## src/rtl/core/lcd4_pkg.sv

```systemverilog
// Shared constants, types and lookup functions for the 4-bit character LCD interface.
package lcd4_pkg;

    // Command codes
    localparam logic [2:0] CMD_INIT   = 3'd0;
    localparam logic [2:0] CMD_CLEAR  = 3'd1;
    localparam logic [2:0] CMD_GOTO   = 3'd2;
    localparam logic [2:0] CMD_CHAR   = 3'd3;
    localparam logic [2:0] CMD_NUMBER = 3'd4;

    // LCD command bytes and row bases
    localparam logic [7:0] ROW0_BASE    = 8'h80;
    localparam logic [7:0] ROW1_BASE    = 8'hC0;
    localparam logic [7:0] LCD_RESET    = 8'h30;
    localparam logic [7:0] LCD_4BIT     = 8'h20;
    localparam logic [7:0] LCD_FUNC_SET = 8'h28;
    localparam logic [7:0] LCD_DISP_ON  = 8'h0C;
    localparam logic [7:0] LCD_ENTRY    = 8'h06;
    localparam logic [7:0] LCD_CLS      = 8'h01;
    localparam logic [7:0] CHAR_ZERO    = 8'h30;

    // Hold times in microseconds
    localparam logic [15:0] EN_HIGH_US    = 16'd1;
    localparam logic [15:0] EN_LOW_US     = 16'd50;
    localparam logic [15:0] POWER_UP_US   = 16'd50000;
    localparam logic [15:0] EXTRA_NONE    = 16'd0;
    localparam logic [15:0] EXTRA_BYTE    = 16'd50;
    localparam logic [15:0] EXTRA_CLEAR   = 16'd2050;
    localparam logic [15:0] EXTRA_RESET1  = 16'd5000;
    localparam logic [15:0] EXTRA_RESET2  = 16'd150;

    // Init sequence: eight groups, the first four single nibbles
    localparam logic [2:0] INIT_LAST_STEP = 3'd7;
    // Decimal places: ten thousands down to units
    localparam logic [2:0] UNITS_PLACE    = 3'd4;

    typedef struct packed {
        logic [7:0]  data;
        logic        single;
        logic [15:0] extra;
    } group_t;

    function automatic group_t init_step(input logic [2:0] idx);
        group_t g;
        g.single = 1'b0;
        g.extra  = EXTRA_BYTE;
        g.data   = LCD_CLS;
        case (idx)
            3'd0:
            begin
                g.data   = LCD_RESET;
                g.single = 1'b1;
                g.extra  = EXTRA_RESET1;
            end
            3'd1:
            begin
                g.data   = LCD_RESET;
                g.single = 1'b1;
                g.extra  = EXTRA_RESET2;
            end
            3'd2:
            begin
                g.data   = LCD_RESET;
                g.single = 1'b1;
                g.extra  = EXTRA_NONE;
            end
            3'd3:
            begin
                g.data   = LCD_4BIT;
                g.single = 1'b1;
                g.extra  = EXTRA_NONE;
            end
            3'd4: g.data = LCD_FUNC_SET;
            3'd5: g.data = LCD_DISP_ON;
            3'd6: g.data = LCD_ENTRY;
            default:
            begin
                g.data  = LCD_CLS;
                g.extra = EXTRA_CLEAR;
            end
        endcase
        return g;
    endfunction

    function automatic logic [15:0] pow10(input logic [2:0] place);
        logic [15:0] p;
        case (place)
            3'd0:    p = 16'd10000;
            3'd1:    p = 16'd1000;
            3'd2:    p = 16'd100;
            3'd3:    p = 16'd10;
            default: p = 16'd1;
        endcase
        return p;
    endfunction

endpackage

```

## src/rtl/core/char_lcd_nibble_interface_core.sv

```systemverilog
// Top level of the 4-bit character LCD interface: command sequencer and pin-state emitter.
//
// Usage: drive cmd, value, row and col and raise start; the command is taken at a
// rising edge where start is high and busy is low. The block then raises busy and
// emits a run of pin states, one per strobe cycle: rs_pin, en_pin, data_nibble,
// hold_us (microseconds to keep that state) and last on the final state.
// Each state is shown for exactly one cycle; the receiver cannot stall it and
// must capture it when strobe is high. Unknown commands (5 to 7) are dropped and
// busy stays low, so the next command may be taken at the following edge.
// Initialize, clear, goto and write character emit one state per cycle (25, 4, 4 and
// 4 states). Write number runs one shared compare-and-subtract unit over the five
// decimal places, from ten thousands down to units, subtracting the power of ten
// while it fits; after each place it emits 4 states for the digit, but drops
// leading zeros (the units digit is always printed). busy drops in the cycle that
// shows the last state, so a new command may be taken then. Reset clears the
// sequencer and the strobe; no state is emitted.
module char_lcd_nibble_interface_core (
    input  logic        clk,
    input  logic        rst_n,
    input  logic        start,
    output logic        busy,
    input  logic [2:0]  cmd,
    input  logic [15:0] value,
    input  logic        row,
    input  logic [5:0]  col,
    output logic        strobe,
    output logic        rs_pin,
    output logic        en_pin,
    output logic [3:0]  data_nibble,
    output logic [15:0] hold_us,
    output logic        last
);
    import lcd4_pkg::*;

    typedef enum logic [1:0] {S_IDLE, S_POWER, S_SEND, S_DIGIT} state_t;
    typedef enum logic [1:0] {M_SINGLE, M_INIT, M_NUMBER} mode_t;

    state_t      state_reg;
    mode_t       mode_reg;
    logic [7:0]  byte_reg;
    logic        rs_reg;
    logic        single_reg;
    logic [15:0] extra_reg;
    logic [1:0]  phase_reg;
    logic [2:0]  init_idx_reg;
    logic [2:0]  place_reg;
    logic [15:0] rem_reg;
    logic [3:0]  digit_reg;
    logic        started_reg;

    logic        strobe_reg;
    logic        rs_out_reg;
    logic        en_out_reg;
    logic [3:0]  nib_out_reg;
    logic [15:0] hold_out_reg;
    logic        last_out_reg;

    logic        final_phase;
    logic        group_last;
    logic [15:0] place_value;
    logic        can_sub;
    logic        emit_digit;
    logic [7:0]  goto_byte;
    group_t      next_init;
    group_t      first_init;

    // Decode the emitter position and the shared subtract unit
    always_comb
    begin
        final_phase = single_reg ? (phase_reg == 2'd1) : (phase_reg == 2'd3);
        group_last  = (mode_reg == M_SINGLE)
                   || ((mode_reg == M_INIT) && (init_idx_reg == INIT_LAST_STEP))
                   || ((mode_reg == M_NUMBER) && (place_reg == UNITS_PLACE));
        place_value = pow10(place_reg);
        can_sub     = (rem_reg >= place_value);
        emit_digit  = (digit_reg != 4'd0) || started_reg || (place_reg == UNITS_PLACE);
        goto_byte   = (row ? ROW1_BASE : ROW0_BASE) + {2'b00, col};
        next_init   = init_step(init_idx_reg + 3'd1);
        first_init  = init_step(3'd0);
    end

    // Sequencer and registered pin-state outputs
    always_ff @(posedge clk or negedge rst_n)
    begin
        if (!rst_n)
        begin
            state_reg    <= S_IDLE;
            strobe_reg   <= 1'b0;
            mode_reg     <= M_SINGLE;
            byte_reg     <= 8'h00;
            rs_reg       <= 1'b0;
            single_reg   <= 1'b0;
            extra_reg    <= EXTRA_BYTE;
            phase_reg    <= 2'd0;
            init_idx_reg <= 3'd0;
            place_reg    <= 3'd0;
            rem_reg      <= 16'd0;
            digit_reg    <= 4'd0;
            started_reg  <= 1'b0;
            rs_out_reg   <= 1'b0;
            en_out_reg   <= 1'b0;
            nib_out_reg  <= 4'h0;
            hold_out_reg <= 16'd0;
            last_out_reg <= 1'b0;
        end
        else
        begin
            strobe_reg <= 1'b0;
            unique case (state_reg)
                S_IDLE:
                begin
                    phase_reg <= 2'd0;
                    mode_reg  <= M_SINGLE;
                    rs_reg    <= 1'b0;
                    single_reg <= 1'b0;
                    extra_reg <= EXTRA_BYTE;
                    if (start)
                    begin
                        case (cmd)
                            CMD_INIT:
                            begin
                                init_idx_reg <= 3'd0;
                                state_reg    <= S_POWER;
                            end
                            CMD_CLEAR:
                            begin
                                byte_reg  <= LCD_CLS;
                                extra_reg <= EXTRA_CLEAR;
                                state_reg <= S_SEND;
                            end
                            CMD_GOTO:
                            begin
                                byte_reg  <= goto_byte;
                                state_reg <= S_SEND;
                            end
                            CMD_CHAR:
                            begin
                                byte_reg  <= value[7:0];
                                rs_reg    <= 1'b1;
                                state_reg <= S_SEND;
                            end
                            CMD_NUMBER:
                            begin
                                mode_reg    <= M_NUMBER;
                                rem_reg     <= value;
                                place_reg   <= 3'd0;
                                digit_reg   <= 4'd0;
                                started_reg <= 1'b0;
                                state_reg   <= S_DIGIT;
                            end
                            default:
                            begin
                                state_reg <= S_IDLE;
                            end
                        endcase
                    end
                end

                S_POWER:
                begin
                    // Emit the power-up wait, then load the first init group
                    strobe_reg   <= 1'b1;
                    rs_out_reg   <= 1'b0;
                    en_out_reg   <= 1'b0;
                    nib_out_reg  <= 4'h0;
                    hold_out_reg <= POWER_UP_US;
                    last_out_reg <= 1'b0;
                    mode_reg     <= M_INIT;
                    byte_reg     <= first_init.data;
                    single_reg   <= first_init.single;
                    extra_reg    <= first_init.extra;
                    phase_reg    <= 2'd0;
                    state_reg    <= S_SEND;
                end

                S_SEND:
                begin
                    strobe_reg   <= 1'b1;
                    rs_out_reg   <= rs_reg;
                    en_out_reg   <= ~phase_reg[0];
                    nib_out_reg  <= phase_reg[1] ? byte_reg[3:0] : byte_reg[7:4];
                    hold_out_reg <= phase_reg[0]
                                  ? (final_phase ? EN_LOW_US + extra_reg : EN_LOW_US)
                                  : EN_HIGH_US;
                    last_out_reg <= final_phase && group_last;
                    phase_reg    <= phase_reg + 2'd1;
                    if (final_phase)
                    begin
                        phase_reg <= 2'd0;
                        if (group_last)
                        begin
                            state_reg <= S_IDLE;
                        end
                        else if (mode_reg == M_INIT)
                        begin
                            // Advance to the next init group
                            init_idx_reg <= init_idx_reg + 3'd1;
                            byte_reg     <= next_init.data;
                            single_reg   <= next_init.single;
                            extra_reg    <= next_init.extra;
                        end
                        else
                        begin
                            // Advance to the next decimal place
                            place_reg <= place_reg + 3'd1;
                            digit_reg <= 4'd0;
                            state_reg <= S_DIGIT;
                        end
                    end
                end

                S_DIGIT:
                begin
                    if (can_sub)
                    begin
                        rem_reg   <= rem_reg - place_value;
                        digit_reg <= digit_reg + 4'd1;
                    end
                    else if (emit_digit)
                    begin
                        byte_reg    <= CHAR_ZERO + {4'h0, digit_reg};
                        rs_reg      <= 1'b1;
                        single_reg  <= 1'b0;
                        extra_reg   <= EXTRA_BYTE;
                        started_reg <= 1'b1;
                        phase_reg   <= 2'd0;
                        state_reg   <= S_SEND;
                    end
                    else
                    begin
                        // Drop a leading zero
                        place_reg <= place_reg + 3'd1;
                        digit_reg <= 4'd0;
                    end
                end

                default:
                begin
                    state_reg <= S_IDLE;
                end
            endcase
        end
    end

    assign busy        = (state_reg != S_IDLE);
    assign strobe      = strobe_reg;
    assign rs_pin      = rs_out_reg;
    assign en_pin      = en_out_reg;
    assign data_nibble = nib_out_reg;
    assign hold_us     = hold_out_reg;
    assign last        = last_out_reg;

    // The final state of a command leaves the block ready
    a_last_idle: assert property (@(posedge clk) disable iff (!rst_n)
        strobe && last |-> !busy)
        else $error("last state shown while still busy");

    // A known command is taken up
    a_accept_busy: assert property (@(posedge clk) disable iff (!rst_n)
        start && !busy && (cmd <= CMD_NUMBER) |=> busy)
        else $error("accepted command did not raise busy");

    // An enable pulse is always the short hold
    a_en_hold: assert property (@(posedge clk) disable iff (!rst_n)
        strobe && en_pin |-> hold_us == EN_HIGH_US)
        else $error("enable-high state with wrong hold");

    // Nothing is emitted without a command
    a_no_spurious: assert property (@(posedge clk) disable iff (!rst_n)
        !busy && !start |=> !strobe)
        else $error("state emitted while idle");

endmodule
```

## config.mk

```make
export PLATFORM = sky130hd
export DESIGN_NAME = char_lcd_nibble_interface_core
export DESIGN_NICKNAME = d
export VERILOG_FILES = /design/src/rtl/core/lcd4_pkg.sv /design/src/rtl/core/char_lcd_nibble_interface_core.sv
export SDC_FILE = /design/constraint.sdc
export NUM_CORES = 1
export LEC_CHECK = 0
export BUFFER_PORTS_ARGS = -buffer_cell sky130_fd_sc_hd__clkbuf_2
export CAP_MARGIN = 20
export CORE_ASPECT_RATIO = 0.7
export CORE_MARGIN = 4
export CORE_UTILIZATION = 30
export CTS_CLUSTER_DIAMETER = 150
export DETAILED_ROUTE_END_ITERATION = 8
export PLACE_DENSITY = 0.55
export REMOVE_ABC_BUFFERS = 1
export SLEW_MARGIN = 25
export SYNTH_ARGS = -nofsm -noshare
export SYNTH_HDL_FRONTEND = slang
export SYNTH_SLANG_ARGS = --single-unit
```

## constraint.sdc

```tcl
create_clock -name clk -period 3.65 [get_ports clk]
set_input_delay 0.73 -clock clk [delete_from_list [all_inputs] [get_ports clk]]
set_output_delay 0.73 -clock clk [all_outputs]
set_load 0.02 [all_outputs]
```

; ---- Word-level counts from Yosys, hierarchy flattened
; Index checks and enable logic that the tools add are counted.
[totals]
register_bits = 83
in_bits = 29
output_inout_bits = 25
[op_classes]
add_sub_neg = 8
magnitude_cmp = 1
n_eq_ne = 36
mux = 86
bitwise = 1
n_reduce_logical = 36
[ops]
columns = operator, n
row1 = $mux W16, 10
row2 = $pmux W16 S2, 2
row3 = $pmux W16 S4, 1
row4 = $pmux W14 S4, 1
row5 = $pmux W13 S4, 1
row6 = $mux W8, 6
row7 = $mux W3, 12
row8 = $mux W4, 8
row9 = $pmux W8 S4, 1
row10 = $pmux W6 S5, 1
row11 = $mux W12, 2
row12 = $pmux W8 S3, 1
row13 = $mux W2, 11
row14 = $eq A3 B2 Y1 const B, 6
row15 = $eq A3 B3 Y1 const B, 6
row16 = $ne A2 B2 Y1 const B, 9
row17 = $add A6 B16 Y16 const A, 1
row18 = $ge A16 B16 Y1, 1
row19 = $sub A16 B16 Y16, 1
row20 = $reduce_and A5 Y1, 3
row21 = $mux W1, 14
row22 = $reduce_and A7 Y1, 2
row23 = $pmux W2 S3, 2
row24 = $pmux W4 S3, 1
row25 = other kinds (35), 65

; ---- Depth between registers and ports, before layout
; Gate-level depths: netlist (run 1).
[depth]
ltp_word = 8
depth_mapped = 13
ltp_nobuf = 12

; ---- Least setup slack after synthesis (run 1)
; Ideal clock, no wire load.
[synth_timing]
kind = register to register
startpoint = register place_reg[0]
endpoint = register rem_reg[14]
setup_ps = 126
t_arrival_ps = 2818
required_ps = 3524
path_slack_ps = 706
stages_incl_launch_ff = 13
period_less_slack_ps = 2944
cell_sequence = dfrtp_1 > ha_1 > ha_1 > nand2_1 > inv_1 > fa_1 > nand2b_1 > a21oi_1 > o2111ai_2 > and3_4 > a2111oi_2 > mux2i_1 > a221o_1
[synth_between]
elab_chain_len = 5
[synth_lines]
columns = element, line
row1 = start: declaration, char_lcd_nibble_interface_core.sv:46  ; logic [2:0] place_reg;
row2 = start signal: assignment, char_lcd_nibble_interface_core.sv:205  ; place_reg <= place_reg + 3'd1;
row3 = start signal: assignment, char_lcd_nibble_interface_core.sv:232  ; place_reg <= place_reg + 3'd1;
row4 = $eq A3 B2 Y1 (tied with other cells), lcd4_pkg.sv:87  ; case (place)
row5 = $pmux W14 S4 (*), lcd4_pkg.sv:87
row6 = $sub A16 B16 Y16 / $ge A16 B16 Y1 (equally long branches), "char_lcd_nibble_interface_core.sv:216, char_lcd_nibble_interface_core.sv:75"
row7 = $mux W16 / $ne A2 B2 Y1 (equally long branches), n/a
row8 = $pmux W16 S2 / $reduce_and A4 Y1 (equally long branches), n/a
row9 = end signal: assignment, char_lcd_nibble_interface_core.sv:145  ; rem_reg <= value;
row10 = end signal: assignment, char_lcd_nibble_interface_core.sv:216  ; rem_reg <= rem_reg - place_value;
row11 = end: declaration, char_lcd_nibble_interface_core.sv:47  ; logic [15:0] rem_reg;
; Every way passes the cells marked *; elsewhere a longest branch is shown, timed or not. The select of a mux whose other input is x is not followed.
; A chain may end at the register's enable or synchronous reset.

; ---- Final worst setup path (run 1)
[layout_timing]
startpoint = register place_reg[0]
endpoint = register byte_reg[0]
[layout_between]
elab_chain_len = 5
[layout_lines]
columns = element, line
row1 = $eq A3 B2 Y1 (tied with other cells), lcd4_pkg.sv:87
row2 = $pmux W14 S4 / $logic_and A1 B1 Y1 (equally long branches), "lcd4_pkg.sv:87, char_lcd_nibble_interface_core.sv:73"
row3 = $ge A16 B16 Y1 / $logic_or A1 B1 Y1 (equally long branches), "char_lcd_nibble_interface_core.sv:75, char_lcd_nibble_interface_core.sv:73"
row4 = $ne A2 B2 Y1 (no line), n/a
row5 = $reduce_and A7 Y1 (no line) (*), n/a
row6 = end signal: assignment, char_lcd_nibble_interface_core.sv:133  ; byte_reg <= goto_byte;
row7 = end signal: assignment, char_lcd_nibble_interface_core.sv:138  ; byte_reg <= value[7:0];
row8 = end signal: assignment, char_lcd_nibble_interface_core.sv:169  ; byte_reg <= first_init.data;
row9 = end: declaration, char_lcd_nibble_interface_core.sv:40  ; logic [7:0] byte_reg;
; Every way passes the cells marked *; elsewhere a longest branch is shown, timed or not.

==> out/qor.csv, run 1 <==
metric,value,unit
status,"finished, final reports clean",
drt_iter0_drc,306,
gp_congestion,0.856,
port_buffers,51,
synth_commonest_cells,"dfrtp_1 (66), nand2_1 (49), a21oi_1 (48)",
synth.ff_latch_count,69,
critPathLaunchType,register,
power_density,347,nW/um^2
p_leak,0.00242,uW
largest_reg_flops,16,
clkPwrFrac,47.9,%
pwr-share-seq,44.1,%
track_usage,14.7,%
cp_slowest_cell,and4_1,
cp.arrival,3630,ps
setup_viol,0,
postRouteAntennaNets,0,
vdd_drop_max,0.000177,V
cts_tree,done,
fp.dieW,156,um
cp_top_family,compound AO/OA/AOI/OAI gates,
dpl.cell_count,731,
synth_edf_count,0,
antenna_cells,0,
clock-root-buffer,clkbuf_16,
timing.rr.start,place_reg[0],
pre_cts_ws,270,ps
grt_util_met1,23.6,%
multi_input_area,2580,sq um
net-switching-power,446,uW
synth_most_common_cell,dfrtp_1,
seqCellArea,1730,sq um
rsz0062_at_grt,no,
grt_pass1_wl,20200,um
cts-resized-gates,0,
drc,0,
antenna_found_initial,0,
critical_path_class,reg2reg,
sw_frac_of_total,24.3,%
path_buf_inv,2,
synthFlopType,dfrtp_1,
worst-r2r-cell-count,11,
routedWlPerCell,16.5,um
cp_max_fo,8,
slew_headroom,35.4,%
combPwrFrac,8.0,%
yosys.area.top_type_share,36.1,%
cts_sinks,69,
grt-busiest-layer,met1,
hp-class,in2async,
cts-hold-fix-buffers,0,
end_kind,register,
worst_pin_slew,969,ps
maxSlewViolCount,0,
crit_cells,11,
ioPinCount,54,
dr.pass1.iters,5,
clkTransAtPathRegs,60,ps
vias,3833,
ys_seq_area_share,37.9,%
fin_crit_sh,93.6,%
final_util,35.7,%
coreArea,14800,sq um
cp.required,3870,ps
row_count,37,
skew,6.73,ps
drive_gt1_share,17.4,%
die_area,17300,sq um
syn_inst,505,
n_fill_cell,1538,
fin_tns_setup,0,ps
critical_path.max_stage_delay,480,ps
viasPerCell,5.13,
clock_latency,340,ps
grt_pass1_vias,3717,
clock.fmax,293,MHz
totalWireLength,12300,um
cts_inserted_buffers,9,
cap_violations,0,
fin_nets,607,
met3_usage,3.55,%
ys_types,67,
ctsLongestPathBuffers,2,
syn_to_final_growth,15.8,%
r2r-end,byte_reg[0],
grt_remaining_overflow,0,
netlist_area,4570,sq um
yosys_warnings,0,
initial_core_util,30.8,%
hold_violations,0,
grtUsageMet2,18.8,%
p_int,1390,uW
period_minus_slack,3420,ps
worstPathCellList,inv_1 > ha_1 > nand2_1 > ha_1 > inv_1 > o21ai_1 > a2111oi_4 > nand3_2 > o21ai_2 > and4_1 > mux2_1,
post_cts_buffers,0,
regToRegSetupSlack,230,ps
hpwl,9490,um
ys_async_sr_fraction,100,%
worst_slack,235,ps
dieHeight,111,um
cts_max_level,3,
syn_avg_cell_area,9.05,sq um
grt_max_degree,51,
netlist.top_cell.by_area,dfrtp_1,
synthTopCellsByArea,"dfrtp_1 (36%), ha_1 (8.2%), mux2i_1 (5.7%), a21oi_1 (5.3%), nand2_1 (4.0%)",
fin_cells,747,
==> stage by stage <==
stage / total power [uW] / cell area, sq um / hold slack [ps]
2_1_floorplan: 894 / 4440 / 434
3_3_place_gp: 962 / 4990 / 471
3_5_place_dp: 969 / 5000 / 478
4_1_cts: 1860 / 5290 / 452
5_1_grt: 1910 / 5290 / 480
6_report: 1830 / 5290 / 433
==> cell families after synthesis <==
family / after synthesis / share of synthesized area [%]
XOR/XNOR: 14 / 2.68
AO/OA/AOI/OAI: 143 / 19.8
multiplexers: 46 / 10.6
buffers and inverters: 62 / 5.72
flip-flops: 69 / 37.9
AND/OR/NAND/NOR: 139 / 14.5
adder cells (fa/ha/maj): 31 / 8.65
other: 1 / 0.0821
==> worst register-to-register path, cell delays in order (launching register included) <==
cell       delay (ps)
dfrtp_1           430
inv_1             100
ha_1              170
nand2_1           120
ha_1              400
inv_1             120
o21ai_1           120
a2111oi_4         410
nand3_2           230
o21ai_2           320
and4_1            480
mux2_1            370
==> worst max-delay path by stage <==
stage	from	end	slack, ps
floorplan	place_reg[0]	rem_reg[13]	640
global placement	place_reg[2]	rem_reg[12]	420
detailed placement	place_reg[0]	byte_reg[0]	270
CTS	place_reg[0]	byte_reg[0]	260
global route	place_reg[0]	byte_reg[7]	20
finish	place_reg[0]	byte_reg[0]	230
==> power by group through the flow <==
stage          logic [uW]  registers [uW]  clock network (uW)
2_1_floorplan        79.6             815                   0
3_3_place_gp          141             820                   0
3_5_place_dp          147             822                   0
4_1_cts               148             809                 901
5_1_grt               166             812                 933
6_report              147             809                 878
==> area by class of cell <==
class / count / share of cell area, %
tap: 195 / 4.61
inverter: 33 / 2.34
clock inverter: 4 / 0.899
sequential: 69 / 32.7
multi-input combinational: 375 / 48.8
clock buffer: 12 / 4.66
timing repair buffer: 59 / 6.01
==> placed cells by master (no fill, tap or decap), types with 4 or more instances in the layout <==
cell       synthesis  routed
inv_1             29      29
xnor2_1            6       6
o22ai_1           15      15
o21ai_0           31      31
clkbuf_2           0      50
nor2b_1            4       4
a31oi_1            4       4
a211oi_1           6       6
a21oi_1           48      48
mux2i_1           26      26
o211ai_1           4       4
a21o_1             5       5
xor2_1             8       8
or3_1              4       4
buf_4              6       9
nor2_1            45      45
dfrtp_1           66      66
nand4_1            5       5
ha_1              30      30
nand2_1           49      49
clkbuf_16          0       9
nand3_1            9       9
mux2_2             5       5
mux2_1            15      15
==> metal layers <==
metal	vias up	part of all wire (%)
met5	-	0
li1	1874	-
met1	1849	55
met4	0	1.2
met2	97	38
met3	13	6.2
Power figures use the tool's default switching activity.
==> run 2: changes to the inputs <==
RECOVER_POWER = 25   (was unset)
==> run 2 against run 1 <==
Compared with the run above:
- maximum frequency down 0.11%
- the flow now finishes with violations (max-capacitance violations, max-slew violations)
- sequential share of layout area barely moved
- critical endpoint unchanged
- utilization barely moved
- first-iteration DRC count did not move
- hold slack better by 46 ps
- clock skew is essentially flat
- clock power is essentially flat
- largest power group unchanged
- via count up 0.21%
- register-to-register slack is essentially flat
- design area barely moved
- final cell count did not move
==> out/qor.csv, run 2 (synthesis gave the netlist of run 1 again) <==
metric,value,unit
status,"complete, but fails checks",
violations,"max-capacitance violations, max-slew violations",
p_total,1830,uW
cap_violations,1,
holdPathStages,2,
worst-r2r-cell-count,11,
syn_to_final_growth,15.7,%
end_kind,register,
placed_area,5000,sq um
viasPerCell,5.14,
cts_sinks,69,
dieHeight,111,um
power_density,347,nW/um^2
coreArea,14800,sq um
port_buffers,51,
period_minus_slack,3420,ps
totalWireLength,12300,um
critical_path_class,reg2reg,
critPathLaunchType,register,
dr.pass1.iters,5,
vias,3841,
hold_violations,0,
p_leak,0.00242,uW
dpl.cell_count,731,
ctsLongestPathBuffers,2,
drive_gt1_share,17.2,%
mostFrequentLayoutCell,dfrtp_1,
clkTransAtPathRegs,60,ps
vdd_drop_max,0.000177,V
rsz0062_at_grt,no,
gp_congestion,0.856,
fin_cells,747,
skew,6.60,ps
hp-class,reg2reg,
initial_core_util,30.8,%
min_from,extra_reg[7],
timing.rr.start,place_reg[0],
hold_ws,479,ps
ioPinCount,54,
grt_max_degree,51,
cp_max_fo,8,
clock_latency,340,ps
cts_tree,done,
clock.fmax,292,MHz
stdcell_area,5290,sq um
grt_pass1_vias,3717,
track_usage,14.7,%
fin_crit_sh,93.7,%
routedWlPerCell,16.5,um
slew_headroom,-91.2,%
cts_max_level,3,
worst_pin_slew,2870,ps
regToRegSetupSlack,230,ps
largest_reg_flops,16,
maxSlewViolCount,51,
cts_inserted_buffers,9,
drc,0,
hpwl,9490,um
clock-root-buffer,clkbuf_16,
antenna_cells,0,
hold_end,hold_us[7],
cts-resized-gates,0,
layout_common_cells,"dfrtp_1 (66), clkbuf_2 (50), nand2_1 (49)",
cp_slowest_cell,and4_1,
grt_pass1_wl,20200,um
drt_iter0_drc,306,
antenna_found_initial,0,
fp.dieW,156,um
die_area,17300,sq um
grt_remaining_overflow,0,
fin_nets,607,
cts-hold-fix-buffers,0,
row_count,37,
fin_tns_setup,0,ps
post_cts_buffers,0,
r2r-end,byte_reg[0],
worstPathCellList,inv_1 > ha_1 > nand2_1 > ha_1 > inv_1 > o21ai_1 > a2111oi_4 > nand3_2 > o21ai_2 > and4_1 > mux2_1,
setup_viol,0,
n_fill_cell,1539,
cp.required,3870,ps
critical_path.max_stage_delay,490,ps
cp.arrival,3640,ps
postRouteAntennaNets,0,
run 2: changes by cell type in the layout (fill, tap and decap cells not counted), sizes merged:
cell | before | now
buf | 9 | 8
clkbuf | 62 | 63
run 2: routing by layer:
layer | vias to the layer above | share of wire (%) | GRT usage (%)
li1 | 1875 | - | -
met1 | 1857 | 55 | 23.6
met2 | 96 | 38 | 18.8
met3 | 13 | 5.9 | 3.55
met4 | 0 | 1.2 | 4.31
met5 | - | 0 | 0
run 2: power breakdown:
part,total (uW),switching (uW),internal (uW)
Sequential,810,25.7,784
Combinational,148,89.0,58.7
Clock,878,332,545
run 2: worst max path at each step:
| stage | from | endpoint | slack [ps] |
|---|---|---|---|
| floorplan | place_reg[0] | rem_reg[13] | 640 |
| global placement | place_reg[2] | rem_reg[12] | 420 |
| detailed placement | place_reg[0] | byte_reg[0] | 270 |
| CTS | place_reg[0] | byte_reg[0] | 260 |
| global route | place_reg[0] | byte_reg[7] | 20 |
| finish | place_reg[0] | byte_reg[0] | 230 |
run 2: layout make-up:
cell class              instances  area (sq um)  area share, %
multi-input cells             375          2580           48.8
clock inverters                 4          47.5          0.899
well taps                     195           244           4.61
inverters                      33           124           2.34
flip-flops and latches         69          1730           32.7
clock buffers                  12           246           4.66
repair buffers                 59           314           5.94
run 2: critical path, delay by kind of cell, from the launching register on:
| kind | cells | cell delay [ps] |
|---|---|---|
| AOI/OAI and AO/OA | 3 | 850 |
| DFF | 1 | 430 |
| adders and majority gates | 2 | 570 |
| and+or+nand+nor | 3 | 840 |
| buffers and inverters | 2 | 220 |
| muxes | 1 | 370 |
run 2: metrics by stage:
stage	setup slack [ps]	util, %
floorplan	640	-
global placement	420	33.7
detailed placement	270	33.7
CTS	257	35.7
global route	24.2	35.7
finish	231	35.7
==> run 3: changes to the inputs <==
ABC_AREA = 1   (was unset)
PLACE_DENSITY = 0.54   (was 0.55)
==> run 3 against run 2 <==
Compared with the run above:
- the run still ends with max-capacitance violations, max-slew violations left
- synthesized cell count grew 36%
- non-clock buffer count down 4
- via count is 14% higher
- power grew to 2.9 times the previous value
- largest cell class unchanged
- highest routed layer unchanged
==> out/qor.csv, run 3 <==
metric,value,unit
yosys.area.top_type_share,33.8,%
path_buf_inv,2,
cp_slowest_cell,o21ai_4,
hpwl,10300,um
setup_viol,0,
layout_common_cells,"nand2_1 (242), inv_1 (73), dfrtp_1 (66)",
postRouteAntennaNets,0,
syn_to_final_growth,15.3,%
synth_most_common_cell,nand2_1,
hp-class,reg2reg,
multi_input_area,2710,sq um
sw_frac_of_total,50.4,%
min_from,extra_reg[4],
track_usage,15.0,%
cp_top_family,compound AO/OA/AOI/OAI gates,
cap_violations,1,
netlist.top_cell.by_area,dfrtp_1,
crit_top_cell,nand2_2,
fin_nets,792,
cts-resized-gates,0,
dr.pass1.iters,5,
critical_path_class,reg2reg,
clock.fmax,342,MHz
ys_types,45,
port_buffers,51,
maxSlewViolCount,70,
synth_edf_count,0,
ioPinCount,54,
drive_gt1_share,14.9,%
syn_inst,687,
worst-r2r-cell-count,14,
net-switching-power,2720,uW
final_util,35.8,%
fp.dieW,161,um
cp.arrival,3160,ps
antenna_found_initial,0,
drt_iter0_drc,386,
syn_avg_cell_area,7.11,sq um
die_area,18400,sq um
vdd_drop_max,0.000287,V
clock-root-buffer,clkbuf_16,
post_cts_buffers,0,
grt_max_degree,70,
holdPathStages,2,
viasPerCell,4.57,
violations,"max-capacitance violations, max-slew violations",
skew,12.5,ps
fin_crit_sh,80.1,%
clock_latency,350,ps
power_density,958,nW/um^2
cp_max_fo,16,
r2r-end,rem_reg[7],
regToRegSetupSlack,720,ps
seqCellArea,1730,sq um
hold_end,extra_reg[4],
clkTransAtPathRegs,60,ps
routedWlPerCell,14.1,um
p_leak,0.00296,uW
gp_congestion,0.916,
timing.rr.start,place_reg[2],
end_kind,register,
combPwrFrac,56.9,%
drc,0,
clkPwrFrac,18.3,%
fin_tns_setup,0,ps
slew_headroom,-19.3,%
pwr-share-seq,24.8,%
critical_path.max_stage_delay,450,ps
cts_tree,done,
p_int,2680,uW
row_count,38,
period_minus_slack,2930,ps
initial_core_util,31.0,%
crit_cells,14,
status,"complete, but fails checks",
ctsLongestPathBuffers,2,
worst_pin_slew,1790,ps
antenna_cells,0,
grt_remaining_overflow,0,
ys_seq_area_share,35.4,%
largest_reg_flops,16,
critPathLaunchType,register,
mostFrequentLayoutCell,nand2_1,
vias,4372,
worstPathCellList,clkinv_1 > ha_1 > o21ai_0 > ha_1 > a21oi_2 > nand2_2 > nand2_2 > nand3_2 > nand2_2 > nand2_4 > o21ai_4 > inv_2 > nand2_1 > nand2_1,
synth_commonest_cells,"nand2_1 (242), inv_1 (73), dfrtp_1 (66)",
synthFlopType,dfrtp_1,
n_fill_cell,1663,
coreArea,15700,sq um
dieHeight,115,um
cts_inserted_buffers,9,
totalWireLength,13500,um
p_total,5400,uW
synth.ff_latch_count,69,
hold_violations,0,
rsz0062_at_grt,no,
cts-hold-fix-buffers,0,
cts_sinks,69,
ys_async_sr_fraction,100,%
yosys_warnings,0,
synthTopCellsByArea,"dfrtp_1 (34%), nand2_1 (19%), ha_1 (7.7%), inv_1 (5.6%), o21ai_0 (5.2%)",
grt_pass1_wl,21800,um
grt_pass1_vias,4043,
netlist_area,4890,sq um
cts_max_level,3,
cp.required,3880,ps
[run 3: cell types whose count changed after synthesis, sizes merged, moves of 5 or more]
cell,change
a21o,-5
nand3,+34
a211oi,-5
inv,+48
o22ai,-12
o21ai,+26
a21oi,-27
nand4,+16
nand2,+202
clkbuf,-8
mux2,-20
mux2i,-26
[run 3: power groups by stage]
stage	sequential, uW	clock, uW	combinational [uW]
CTS	1330	1020	3050
global placement	1350	0	3060
detailed placement	1340	0	3040
global route	1380	1050	3490
finish	1340	986	3070
floorplan	1370	0	2170
[run 3: cell families (layout without fill, tap and decap cells)]
family / after synthesis / in the layout / share of synthesized area [%]
AO/OA/AOI/OAI: 101 / 101 / 12.4
XOR/XNOR: 10 / 10 / 2.18
adder cells (fa/ha/maj): 31 / 31 / 8.09
buffers and inverters: 103 / 152 / 9.19
flip-flops: 69 / 69 / 35.4
other: 1 / 2 / 0.0768
AND/OR/NAND/NOR: 372 / 372 / 32.6
[run 3: worst reg2reg max path: stages (launching register included)]
cell      delay (ps)
dfrtp_1          400
clkinv_1         200
ha_1             270
o21ai_0          170
ha_1             320
a21oi_2          170
nand2_2          100
nand2_2           90
nand3_2           60
nand2_2          110
nand2_4           90
o21ai_4          450
inv_2            210
nand2_1          120
nand2_1           60
[run 3: layout make-up]
cell class              count  area share, %
clock buffers               9           4.00
clock inverters             7           1.82
inverters                  81           5.40
multi-input cells         516           48.1
flip-flops and latches     69           30.7
well taps                 220           4.89
repair buffers             55           5.06
[run 3: worst max-delay path by stage]
stage	startpoint	endpoint
2_1_floorplan	place_reg[0]	rem_reg[14]
3_3_place_gp	place_reg[2]	rem_reg[7]
3_5_place_dp	place_reg[2]	rem_reg[7]
4_1_cts	place_reg[2]	rem_reg[7]
5_1_grt	place_reg[2]	extra_reg[7]
6_report	place_reg[2]	rem_reg[7]
[run 3: stage by stage]
step / hold WS, ps / cells / setup slack, ps / cell area (sq um)
after floorplan: 434 / 666 / 1060 / 4740
after global placement: 452 / 941 / 769 / 5310
after detailed placement: 453 / 941 / 719 / 5310
after CTS: 464 / 957 / 703 / 5640
after global routing: 493 / 957 / 398 / 5630
final: 463 / 957 / 725 / 5630
[run 3: per-layer routing]
metal	up-vias	share of wire, %	routed length (um)	track usage [%]
met5	-	0	0	0
met4	0	1.3	180	4.64
met3	9	6.1	825	3.30
met2	110	38	5070	20.0
met1	1939	55	7400	23.7
li1	2314	-	-	-
